`src/hw/rtl/ttrc_pkg.sv`:
```
// Package for the three-term recurrence checksum: payload types, state type, modulo helper.
`timescale 1ns / 1ps
`default_nettype none
package ttrc_pkg;

  localparam int unsigned ByteW = 8;
  localparam int unsigned TermW = 16;
  localparam int unsigned ProdW = 25;

  localparam logic [TermW-1:0] TermReset = 16'd1;
  localparam logic [ByteW-1:0] FirstOffset = 8'd7;
  localparam logic [ByteW-1:0] PosAfterFirst = 8'd1;
  localparam logic [TermW:0] Modulus = 17'd65535;

  typedef struct packed {
    logic [ByteW-1:0] byte_value;
    logic             first_byte;
    logic             last_byte;
  } ttrc_in_t;

  typedef struct packed {
    logic [TermW-1:0] checksum;
    logic             is_final;
  } ttrc_out_t;

  typedef struct packed {
    logic [TermW-1:0] older_term;
    logic [TermW-1:0] newer_term;
    logic [ByteW-1:0] byte_position;
  } ttrc_state_t;

  // x mod 65535 for x < 2^25, using 2^16 = 1 (mod 65535).
  function automatic logic [TermW-1:0] mod65535(input logic [ProdW-1:0] x);
    logic [TermW:0] folded;
    logic [TermW:0] reduced;
    folded  = {1'b0, x[TermW-1:0]} + {8'd0, x[ProdW-1:TermW]};
    reduced = (folded >= Modulus) ? (folded - Modulus) : folded;
    return reduced[TermW-1:0];
  endfunction

endpackage
`default_nettype wire

```
`src/hw/rtl/ttrc_step.sv`:
```
// Combinational next-term unit of the three-term recurrence checksum.
`timescale 1ns / 1ps
`default_nettype none
module ttrc_step (
  input  ttrc_pkg::ttrc_state_t      state_i,
  input  logic [ttrc_pkg::ByteW-1:0] byte_value_i,
  output logic [ttrc_pkg::TermW-1:0] next_term_o
);
  import ttrc_pkg::*;

  logic [12:0]      pos17;
  logic [12:0]      pos31;
  logic [ByteW-1:0] alpha;
  logic [ByteW-1:0] beta;
  logic [ByteW:0]   factor;
  logic [ProdW-1:0] prod_a;
  logic [ProdW-1:0] prod_b;
  logic             neg;
  logic [ProdW-1:0] mag;
  logic [TermW-1:0] rem;
  logic [TermW:0]   wrapped;

  assign pos17 = {5'd0, state_i.byte_position} * 13'd17;
  assign pos31 = {5'd0, state_i.byte_position} * 13'd31;
  assign alpha = pos17[ByteW-1:0];
  assign beta  = pos31[ByteW-1:0];

  assign factor = {1'b0, byte_value_i} + {1'b0, alpha};
  assign prod_a = {16'd0, factor} * {9'd0, state_i.newer_term};
  assign prod_b = {17'd0, beta} * {9'd0, state_i.older_term};

  // 64-bit wrap on a negative difference D leaves (1 + D) mod 65535.
  assign neg     = prod_a < prod_b;
  assign mag     = neg ? (prod_b - prod_a) : (prod_a - prod_b);
  assign rem     = mod65535(mag);
  assign wrapped = 17'd65536 - {1'b0, rem};

  always_comb begin
    if (!neg) begin
      next_term_o = rem;
    end else if (rem == 16'd0) begin
      next_term_o = 16'd1;
    end else if (rem == 16'd1) begin
      next_term_o = 16'd0;
    end else begin
      next_term_o = wrapped[TermW-1:0];
    end
  end

endmodule
`default_nettype wire

```
`src/hw/rtl/three_term_recurrence_checksum.sv`:
```
// Top level of the three-term recurrence checksum: input register, state and result register.
//
// Usage:
//   Input channel (in_valid_i / in_ready_o / in_data_i) carries one message byte per
//   transaction, with first_byte restarting the recurrence and last_byte marking the end.
//   Output channel (out_valid_o / out_ready_i / out_data_o) carries one running checksum
//   per input transaction, in order; is_final copies last_byte.
//   A byte in the input register moves to the result register once that is free or being read.
//   Throughput: one byte per cycle while the receiver keeps up; the recurrence terms are
//   updated in the same cycle the result register loads, so the combinational step path
//   (two small multipliers, a subtract and a fold modulo 65535) sets the rate.
//   Reset (rst_ni low, asynchronous): both stages empty, older and newer terms 1,
//   byte position 0.
//   Receiver stall: the result register holds; one more byte can still be taken into
//   the input register, after which in_ready_o drops until the result is taken.
`timescale 1ns / 1ps
`default_nettype none
module three_term_recurrence_checksum (
  input  logic                clk_i,
  input  logic                rst_ni,
  input  logic                in_valid_i,
  output logic                in_ready_o,
  input  ttrc_pkg::ttrc_in_t  in_data_i,
  output logic                out_valid_o,
  input  logic                out_ready_i,
  output ttrc_pkg::ttrc_out_t out_data_o
);
  import ttrc_pkg::*;

  // input register stage
  logic        s1_valid_q, s1_valid_d;
  ttrc_in_t    s1_data_q;
  // recurrence state
  ttrc_state_t state_q, state_d;
  // result register stage
  logic        out_valid_q, out_valid_d;
  ttrc_out_t   out_data_q, out_data_d;

  logic             advance;
  logic             in_fire;
  logic [TermW-1:0] next_term;

  assign advance    = s1_valid_q && (!out_valid_q || out_ready_i);
  assign in_ready_o = !s1_valid_q || advance;
  assign in_fire    = in_valid_i && in_ready_o;

  ttrc_step u_step (
    .state_i      (state_q),
    .byte_value_i (s1_data_q.byte_value),
    .next_term_o  (next_term)
  );

  always_comb begin
    state_d     = state_q;
    out_data_d  = out_data_q;
    out_valid_d = out_valid_q;
    s1_valid_d  = s1_valid_q;

    if (out_valid_q && out_ready_i) begin
      out_valid_d = 1'b0;
    end

    if (advance) begin
      if (s1_data_q.first_byte) begin
        // restart: older term 1, newer term byte + 7
        state_d.older_term    = TermReset;
        state_d.newer_term    = {8'd0, s1_data_q.byte_value} + {8'd0, FirstOffset};
        state_d.byte_position = PosAfterFirst;
      end else begin
        state_d.older_term    = state_q.newer_term;
        state_d.newer_term    = next_term;
        state_d.byte_position = state_q.byte_position + 8'd1;
      end
      out_data_d.checksum = state_d.newer_term;
      out_data_d.is_final = s1_data_q.last_byte;
      out_valid_d         = 1'b1;
      s1_valid_d          = 1'b0;
    end

    if (in_fire) begin
      s1_valid_d = 1'b1;
    end
  end

  always_ff @(posedge clk_i or negedge rst_ni) begin
    if (!rst_ni) begin
      s1_valid_q            <= 1'b0;
      out_valid_q           <= 1'b0;
      state_q.older_term    <= TermReset;
      state_q.newer_term    <= TermReset;
      state_q.byte_position <= '0;
    end else begin
      s1_valid_q  <= s1_valid_d;
      out_valid_q <= out_valid_d;
      state_q     <= state_d;
    end
  end

  // payload registers, no reset
  always_ff @(posedge clk_i) begin
    if (in_fire) begin
      s1_data_q <= in_data_i;
    end
    out_data_q <= out_data_d;
  end

  assign out_valid_o = out_valid_q;
  assign out_data_o  = out_data_q;

endmodule
`default_nettype wire

```
`config.mk`:
```
export PLATFORM = sky130hd
export DESIGN_NAME = three_term_recurrence_checksum
export DESIGN_NICKNAME = d
export VERILOG_FILES = /design/src/hw/rtl/ttrc_pkg.sv /design/src/hw/rtl/ttrc_step.sv /design/src/hw/rtl/three_term_recurrence_checksum.sv
export SDC_FILE = /design/constraint.sdc
export NUM_CORES = 1
export LEC_CHECK = 0
export BUFFER_PORTS_ARGS = -buffer_cell sky130_fd_sc_hd__buf_4
export CAP_MARGIN = 20
export CORE_MARGIN = 2
export CORE_UTILIZATION = 39
export DETAILED_ROUTE_END_ITERATION = 16
export GPL_ROUTABILITY_DRIVEN = 0
export HOLD_SLACK_MARGIN = 0.02
export PLACE_DENSITY = 0.53
export RECOVER_POWER = 50
export SKIP_LAST_GASP = 1
export SLEW_MARGIN = 10
export SYNTH_ARGS = -nofsm -noshare
export SYNTH_HDL_FRONTEND = slang
export SYNTH_SLANG_ARGS = --single-unit
```
`constraint.sdc`:
```
create_clock -name clk_i -period 13.9 [get_ports clk_i]
set_clock_uncertainty 0.15 [all_clocks]
set_input_delay 2.78 -clock clk_i [delete_from_list [all_inputs] [get_ports clk_i]]
set_output_delay 2.78 -clock clk_i [all_outputs]
set_load 0.1 [all_outputs]
```
==> results.cfg, run 1 <==
[setup_path]
cp-end-kind = flop
worstPathRequired_ns = 13.82
crit_fanout = 5
arrival_ns = 13.73
start_kind = flop
worst_path_max_delay_cell = fa_1
timing.critical_path.mode_cell = fa_1
max_stage_delay_ns = 0.56
crit_type = reg2reg

[route]
wl_per_cell_um = 18.03
dr.pass1.iters = 5
via_per_inst = 5.280
wl_met1_um = 22370
drt_iter0_drc = 926
wl_met2_um = 22970
routed.top_layer = met4
wl_um = 48370
ant_nets = 0
dr_wl_met3_um = 1743
drcViolationCount = 0
vias = 14160

[place]
hpwlAfterDp_um = 39130
numPortBuffers = 32

[sta]
period_share_pct = 99.37
worstMarginPinSlew_ns = 2.556
grt_setup_unrepaired = true
relSlewSlack_pct = -70.41
min_period_ns = 13.81
fmax_mhz = 72.40
final-hold-violation-count = 0
setup_tns_ns = 0
report.final.slew_viol_count = 43
setup_viol = 0

[clock_tree]
cts_buffers = 9
clk_path_buf_depth = 2
h-tree-depth = 3
root_buffer = clkbuf_16
clk_latency_ns = 0.35
clk_pin_slew_ns = 0.07
cts_tree = built
numClockSinks = 69

[outcome]
status = finished, violations left
violations = capacitance limit, slew limit

[floorplan]
die_y_um = 209.0
die_w_um = 209.0
die-area_mm2 = 0.04367
initial_core_util_pct = 39.33
rows = 75
core_area_mm2 = 0.04167
io-pin-count = 33

[synthesis]
synthCells = 1940
ys_top_cells_by_area = fa_1 24%, ha_1 13%, inv_1 7.0%
async_reset_ff_share_pct = 60.87
synth_top_area_cell = fa_1
synth_nets = 2325
synth_edf_count = 27
synthDistinctLibCells = 91
synth_seq_cells = 69
yosysWarnings = 0
synth_top_cell_area_share_pct = 24.19
seq_area_frac_synth_pct = 11.38
syn_area_mm2 = 0.01639
ys.flop_type = dfrtp_1
synth.avg_cell_area_um2 = 8.446

[grt]
antenna_found_initial = 0
grt_usage_pct = 22.40
grt.overflow.total = 0
grt_pass1_wl_um = 77910
grt_max_degree = 54
grt_pass1_vias = 14530

[cells_and_area]
syn_to_final_growth_pct = 21.60
multiInputGateArea_mm2 = 0.01393
final_common_cell = inv_1
most-common-layout-cells = 300 x inv_1, 233 x buf_4, 229 x nand2_1
diodes = 0
drive_gt1_share_pct = 20.25
fillerInstances = 4033
final_util_pct = 47.82
regArea_mm2 = 0.001869
fin_nets = 2523

[flow_run]
max_cap_violations = 1

[min_path]
hold_class = reg2reg
==> layer usage <==
metal  track usage, %  vias up
li1                 -     6761
met1            31.36     7053
met2            37.62      283
met3            1.728       65
met4            5.542        0
met5                0        -
==> final cells by class <==
| type | instances | share of cell area, % |
|---|---|---|
| Multi-Input combinational cell | 1495 | 69.89 |
| Timing Repair Buffer | 255 | 9.884 |
| Sequential cell | 69 | 9.381 |
| Inverter | 308 | 5.802 |
| Tap cell | 539 | 3.385 |
| Clock buffer | 9 | 1.130 |
| Clock inverter | 7 | 0.5275 |
==> worst paths after layout <==
| path | from | end | slack, ns | cells after the start |
|---|---|---|---|---|
| max | state_q[0]$_DFFE_PN0P_ | out_data_o[15]$_DFFE_PP_ | 0.09 | 61 |
| min | s1_data_q[0]$_DFFE_PP_ | out_data_o[0]$_DFFE_PP_ | 0.27 | 0 |
| min in group asynchronous | rst_ni | s1_valid_q$_DFFE_PN0P_ | 3.06 | 1 |
| min reg2reg | s1_data_q[0]$_DFFE_PP_ | out_data_o[0]$_DFFE_PP_ | 0.27 | 0 |
| max in group asynchronous | rst_ni | state_q[1]$_DFFE_PN0P_ | 8.88 | 1 |
| max reg2reg | state_q[0]$_DFFE_PN0P_ | out_data_o[15]$_DFFE_PP_ | 0.09 | 61 |
==> critical path: cells and delay by family (launching register included) <==
kind | cells | cell delay [ns]
DFF | 1 | 0.43
buffers and inverters | 7 | 0.49
xor gates and xnor gates | 3 | 0.36
and+or+nand+nor | 13 | 2.51
AOI/OAI and AO/OA | 26 | 4.74
adders and majority gates | 12 | 4.85
==> registers in the layout (all words and copies together), names as in the netlist <==
register / flops
out_data_o: 17
s1_valid_q: 1
state_q: 40
s1_data_q: 10
out_valid_o: 1
==> through the flow <==
step	cells	area (um^2)	hold slack [ns]	setup WS (ns)
floorplan	1940	16560	0.2503	0.04025
global placement	2633	18610	0.2514	-0.3127
detailed placement	2633	18610	0.2565	-0.4541
CTS	2655	19160	0.2631	0.001277
global route	2682	19930	0.2712	-0.6547
finish	2682	19930	0.2656	0.08801
==> cell families after synthesis <==
logic type,count (synthesis),synth area share (%)
xor gates and xnor gates,121,6.468
muxes,12,0.7788
AOI/OAI and AO/OA,390,16.49
buffers and inverters,377,8.835
adders and majority gates,371,37.40
and+or+nand+nor,600,18.65
DFF,69,11.38
==> cells in the mapped netlist, types with 8 or more instances <==
library cell,count
o22ai_1,8
nand3_1,21
o21ai_1,11
nor2b_1,24
xnor2_1,83
and2_1,147
xor2_1,38
o21ai_0,59
and3_1,12
a21oi_1,108
nor2_1,60
a21o_1,49
fa_1,198
or3_1,11
edfxtp_1,27
o211ai_1,12
o21bai_1,32
inv_1,306
nor3_1,21
o21a_1,11
dfrtp_1,40
a211o_1,9
nand2_1,235
nand2b_1,15
clkbuf_1,52
nand4_1,20
ha_1,173
==> timing repair <==
item,CTS,global route
cloned,1,0
endpoints found under the setup margin,32,32
hold buffers,0,0
pin swaps,9,84
setup buffers,5,27
gates resized for setup,27,112
Power of run 1 is left out: the tool's default activity adds up to more than one toggle a clock period on the data nets, which glitch-free logic cannot reach.
==> run 2, diff against run 1 <==
PLACE_DENSITY = 0.64   (was 0.53)
==> run 2 against run 1 <==
Utilization shrank 1.0 points. Sequential cell count did not move. Cell count shrank 1.9%. Critical path depth up 3. Wire length is 3.9% lower. Fmax grew 0.55%. Register-to-register slack better by 0.08 ns. The flow still finishes with violations (capacitance limit, slew limit). Critical path type unchanged. Hold slack improved by 0.0036 ns. Sequential share of layout area rose by 0.20 points. Largest cell class unchanged. Setup slack improved by 0.075 ns. Count of clock-buffer cells in the layout unchanged. Non-clock buffer count decreased by 51. Critical endpoint is now state_q[13]$_DFFE_PN0P_.
==> results.cfg, run 2 (synthesized netlist as in run 1, its figures left out) <==
[outcome]
status = finished, violations left
violations = capacitance limit, slew limit

[place]
placed_cells = 2584
hpwlAfterDp_um = 37400
numPortBuffers = 32
dp_slack_ns = -0.3181

[min_path]
hold_class = reg2reg
hp-start = s1_data_q[0]$_DFFE_PP_

[grt]
grt.overflow.total = 0
grt_max_degree = 54
grt_usage_pct = 21.63
grt_pass1_vias = 14620
antenna_found_initial = 0
grt_pass1_wl_um = 76390

[cells_and_area]
final_common_cell = inv_1
most-common-layout-cells = 301 x inv_1, 229 x nand2_1, 197 x fa_1
fin_nets = 2471
fillerInstances = 3943
finalNonFillerCells = 2630
drive_gt1_share_pct = 18.36
diodes = 0
top_register = state_q
largest_register_ffs = 40
syn_to_final_growth_pct = 19.01

[setup_path]
cp-startpoint = state_q[2]$_DFFE_PN0P_
start_kind = flop
crit_type = reg2reg
r2r-start = state_q[2]$_DFFE_PN0P_
timing.critical_path.mode_cell = fa_1
critical_path_buf_inv_count = 8
cp-end-kind = flop
worstPathRequired_ns = 13.98
worst_path_max_delay_cell = fa_1
crit_fanout = 6
arrival_ns = 13.82
max_stage_delay_ns = 0.57
cp_top_family = adder cells

[clock_tree]
h-tree-depth = 3
cts_tree = built
clk_pin_slew_ns = 0.06
cts_buffers = 9
clk_latency_ns = 0.36
clk_path_buf_depth = 2
numClockSinks = 69
root_buffer = clkbuf_16

[sta]
worstMarginPinSlew_ns = 2.550
setup_tns_ns = 0
relSlewSlack_pct = -69.98
grt_setup_unrepaired = true
final-hold-violation-count = 0
fmax_mhz = 72.80
period_share_pct = 98.83
min_period_ns = 13.74
report.final.slew_viol_count = 43
setup_ws_ns = 0.1630
setup_viol = 0

[floorplan]
initial_core_util_pct = 39.33
rows = 75
core_area_mm2 = 0.04167
io-pin-count = 33
die_w_um = 209.0
die-area_mm2 = 0.04367
die_y_um = 209.0

[route]
wl_per_cell_um = 17.68
vias = 14350
drcViolationCount = 0
via_per_inst = 5.456
drt_iter0_drc = 1074
dr.pass1.iters = 6
wl_um = 46500
ant_nets = 0

[flow_run]
max_cap_violations = 1
run 2: stage by stage:
step	hold slack (ns)	instance area (um^2)	util [%]
2_1_floorplan	0.2503	16560	-
3_3_place_gp	0.2512	18240	43.78
3_5_place_dp	0.2562	18240	43.78
4_1_cts	0.2711	18780	45.08
5_1_grt	0.2773	19500	46.80
6_report	0.2692	19500	46.80
run 2: layout make-up:
type | instances | area (um^2) | area share, %
Tap cell | 539 | 674.4 | 3.458
Inverter | 308 | 1156 | 5.928
Timing Repair Buffer | 204 | 1578 | 8.091
Multi-Input combinational cell | 1494 | 13940 | 71.46
Clock buffer | 9 | 225.2 | 1.155
Clock inverter | 7 | 62.56 | 0.3208
Sequential cell | 69 | 1869 | 9.586
run 2: per-layer routing:
metal | wire (um) | global-route usage (%) | vias up | share of wire [%]
met2 | 22820 | 37.03 | 442 | 49
met1 | 20240 | 29.20 | 7168 | 44
li1 | - | - | 6655 | -
met5 | 0 | 0 | - | 0
met4 | 1195 | 5.961 | 0 | 2.6
met3 | 2244 | 2.104 | 84 | 4.8
run 2: timing repair:
item	4_1_cts	5_1_grt
pin swaps	30	88
endpoints found under the setup margin	32	32
hold endpoints to repair	0	0
setup buffers	10	20
gates cloned	0	0
resized for setup	30	114
hold buffers	0	0
run 2: worst register-to-register path: cells and delay by family, from the launching register on:
family	cells	cell delay (ns)
adders and majority gates	12	4.87
xor gates and xnor gates	3	0.44
muxes	1	0.30
DFF	1	0.43
and+or+nand+nor	16	2.76
buffers and inverters	8	0.66
AOI/OAI and AO/OA	24	4.01
run 2: final timing paths:
check                      slack, ns                 endpoint  cells past startpoint
max                             0.16  state_q[13]$_DFFE_PN0P_                     64
min                             0.27  out_data_o[0]$_DFFE_PP_                      0
max reg2reg                     0.16  state_q[13]$_DFFE_PN0P_                     64
min reg2reg                     0.27  out_data_o[0]$_DFFE_PP_                      0
max in group asynchronous       8.90   state_q[3]$_DFFE_PN0P_                      1
min in group asynchronous       3.06  state_q[36]$_DFFE_PN0P_                      1
Power of run 2 is left out for the same reason.
==> run 3, diff against run 2 <==
GPL_ROUTABILITY_DRIVEN = not set   (was 0)
REMOVE_ABC_BUFFERS = 1   (was not set)
==> run 3 against run 2 <==
The run still ends with capacitance limit, slew limit left. Global-route usage up 0.23 points. Die area unchanged. Hold slack better by 0.012 ns. Cell count up 2.6%. Sequential share of layout area down 0.29 points. Critical path depth unchanged. Count of clock-buffer cells in the layout unchanged. Critical path type unchanged. First-iteration DRC count down 25%. Final area up 2.8%. Setup slack better by 0.14 ns. Utilization up 1.3 points. Via count down 0.17%.
==> results.cfg, run 3 (synthesized netlist as in run 1, its figures left out) <==
[grt]
grt_pass1_vias = 14730
grt_pass1_wl_um = 76360
grt_max_degree = 54
antenna_found_initial = 0
grt.overflow.total = 0
grt_usage_pct = 21.86

[sta]
min_period_ns = 13.60
report.final.slew_viol_count = 43
worstMarginPinSlew_ns = 2.660
relSlewSlack_pct = -77.35
grt_setup_unrepaired = true
fmax_mhz = 73.53
final-hold-violation-count = 0
timing.hold.ws_ns = 0.2812
period_share_pct = 97.84
setup_viol = 0

[route]
drcViolationCount = 0
ant_nets = 0
via_per_inst = 5.309
dr.pass1.iters = 5
wl_per_cell_um = 17.57
wl_um = 47420
vias = 14320
drt_iter0_drc = 810

[clock_tree]
cts_tree = built
root_buffer = clkbuf_16
hold_buffers = 0
clk_pin_slew_ns = 0.07
clk_latency_ns = 0.35
h-tree-depth = 3
cts_buffers = 9
clk_path_buf_depth = 2
numClockSinks = 69

[setup_path]
max_stage_delay_ns = 0.60
crit_type = reg2reg
worstPathRequired_ns = 13.99
start_kind = flop
worst_path_max_delay_cell = fa_1
arrival_ns = 13.69
cp-end-kind = flop
crit_fanout = 8

[cells_and_area]
final_util_pct = 48.13
final_common_cell = inv_1
top_register = state_q
largest_register_ffs = 40
drive_gt1_share_pct = 21.63
diodes = 0
finalNonFillerCells = 2698
syn_to_final_growth_pct = 22.37
most-common-layout-cells = 296 x inv_1, 246 x buf_4, 228 x nand2_1
fin_nets = 2539
fillerInstances = 3991

[outcome]
violations = capacitance limit, slew limit
status = finished, violations left

[place]
hpwlAfterDp_um = 38400
numPortBuffers = 32
routabilityCongestion = 0.9735
placed_cells = 2646

[floorplan]
initial_core_util_pct = 39.33
core_area_mm2 = 0.04167
die-area_mm2 = 0.04367
die_w_um = 209.0
die_y_um = 209.0
io-pin-count = 33
rows = 75

[flow_run]
max_cap_violations = 1

[min_path]
hold_class = reg2reg
run 3: what timing repair did:
action,4_1_cts,5_1_grt
pin swaps,20,112
buffers inserted,7,29
hold endpoints to repair,0,0
endpoints found under the setup margin,32,32
gates resized for setup,33,149
run 3: path summary, 6_finish.rpt:
path | cells past startpoint | slack [ns] | endpoint | startpoint
setup reg to reg | 64 | 0.30 | state_q[15]$_DFFE_PN0P_ | state_q[1]$_DFFE_PN0P_
min in group asynchronous | 1 | 3.12 | state_q[4]$_DFFE_PN0P_ | rst_ni
hold / removal | 0 | 0.28 | out_data_o[0]$_DFFE_PP_ | s1_data_q[0]$_DFFE_PP_
max in group asynchronous | 1 | 8.98 | state_q[11]$_DFFE_PN0P_ | rst_ni
setup / recovery | 64 | 0.30 | state_q[15]$_DFFE_PN0P_ | state_q[1]$_DFFE_PN0P_
hold reg to reg | 0 | 0.28 | out_data_o[0]$_DFFE_PP_ | s1_data_q[0]$_DFFE_PP_
run 3: through the flow:
| step | setup WS (ns) | setup TNS [ns] | cell area [um^2] |
|---|---|---|---|
| 2_1_floorplan | -1.688 | -47.56 | 16090 |
| 3_3_place_gp | -0.2350 | -2.367 | 18560 |
| 3_5_place_dp | -0.4762 | -9.638 | 18560 |
| 4_1_cts | 0.001917 | 0 | 19110 |
| 5_1_grt | -0.3583 | -7.697 | 20050 |
| 6_report | 0.2999 | 0 | 20050 |
run 3: per-layer routing:
metal | GRT usage (%) | routed length (um)
met1 | 29.45 | 21100
met2 | 35.52 | 22180
met3 | 3.111 | 2283
met4 | 8.621 | 1848
met5 | 0 | 0
run 3: final cells by class:
cell class	count	area (um^2)	share of cell area (%)
multi-input combinational	1494	13920	69.44
timing repair buffer	272	2103	10.49
sequential	69	1864	9.297
inverter	308	1156	5.766
tap	539	674.4	3.363
clock buffer	9	225.2	1.123
clock inverter	7	105.1	0.5242
run 3: worst max-delay path, delay by kind of cell (launching register included):
kind | cells | cell delay, ns
fa+ha+maj | 11 | 4.83
buf+inv | 13 | 1.62
xor+xnor | 4 | 0.75
compound gates | 21 | 3.58
mux | 1 | 0.28
flops | 1 | 0.42
simple gates | 14 | 1.88
Power of run 3 is left out for the same reason.
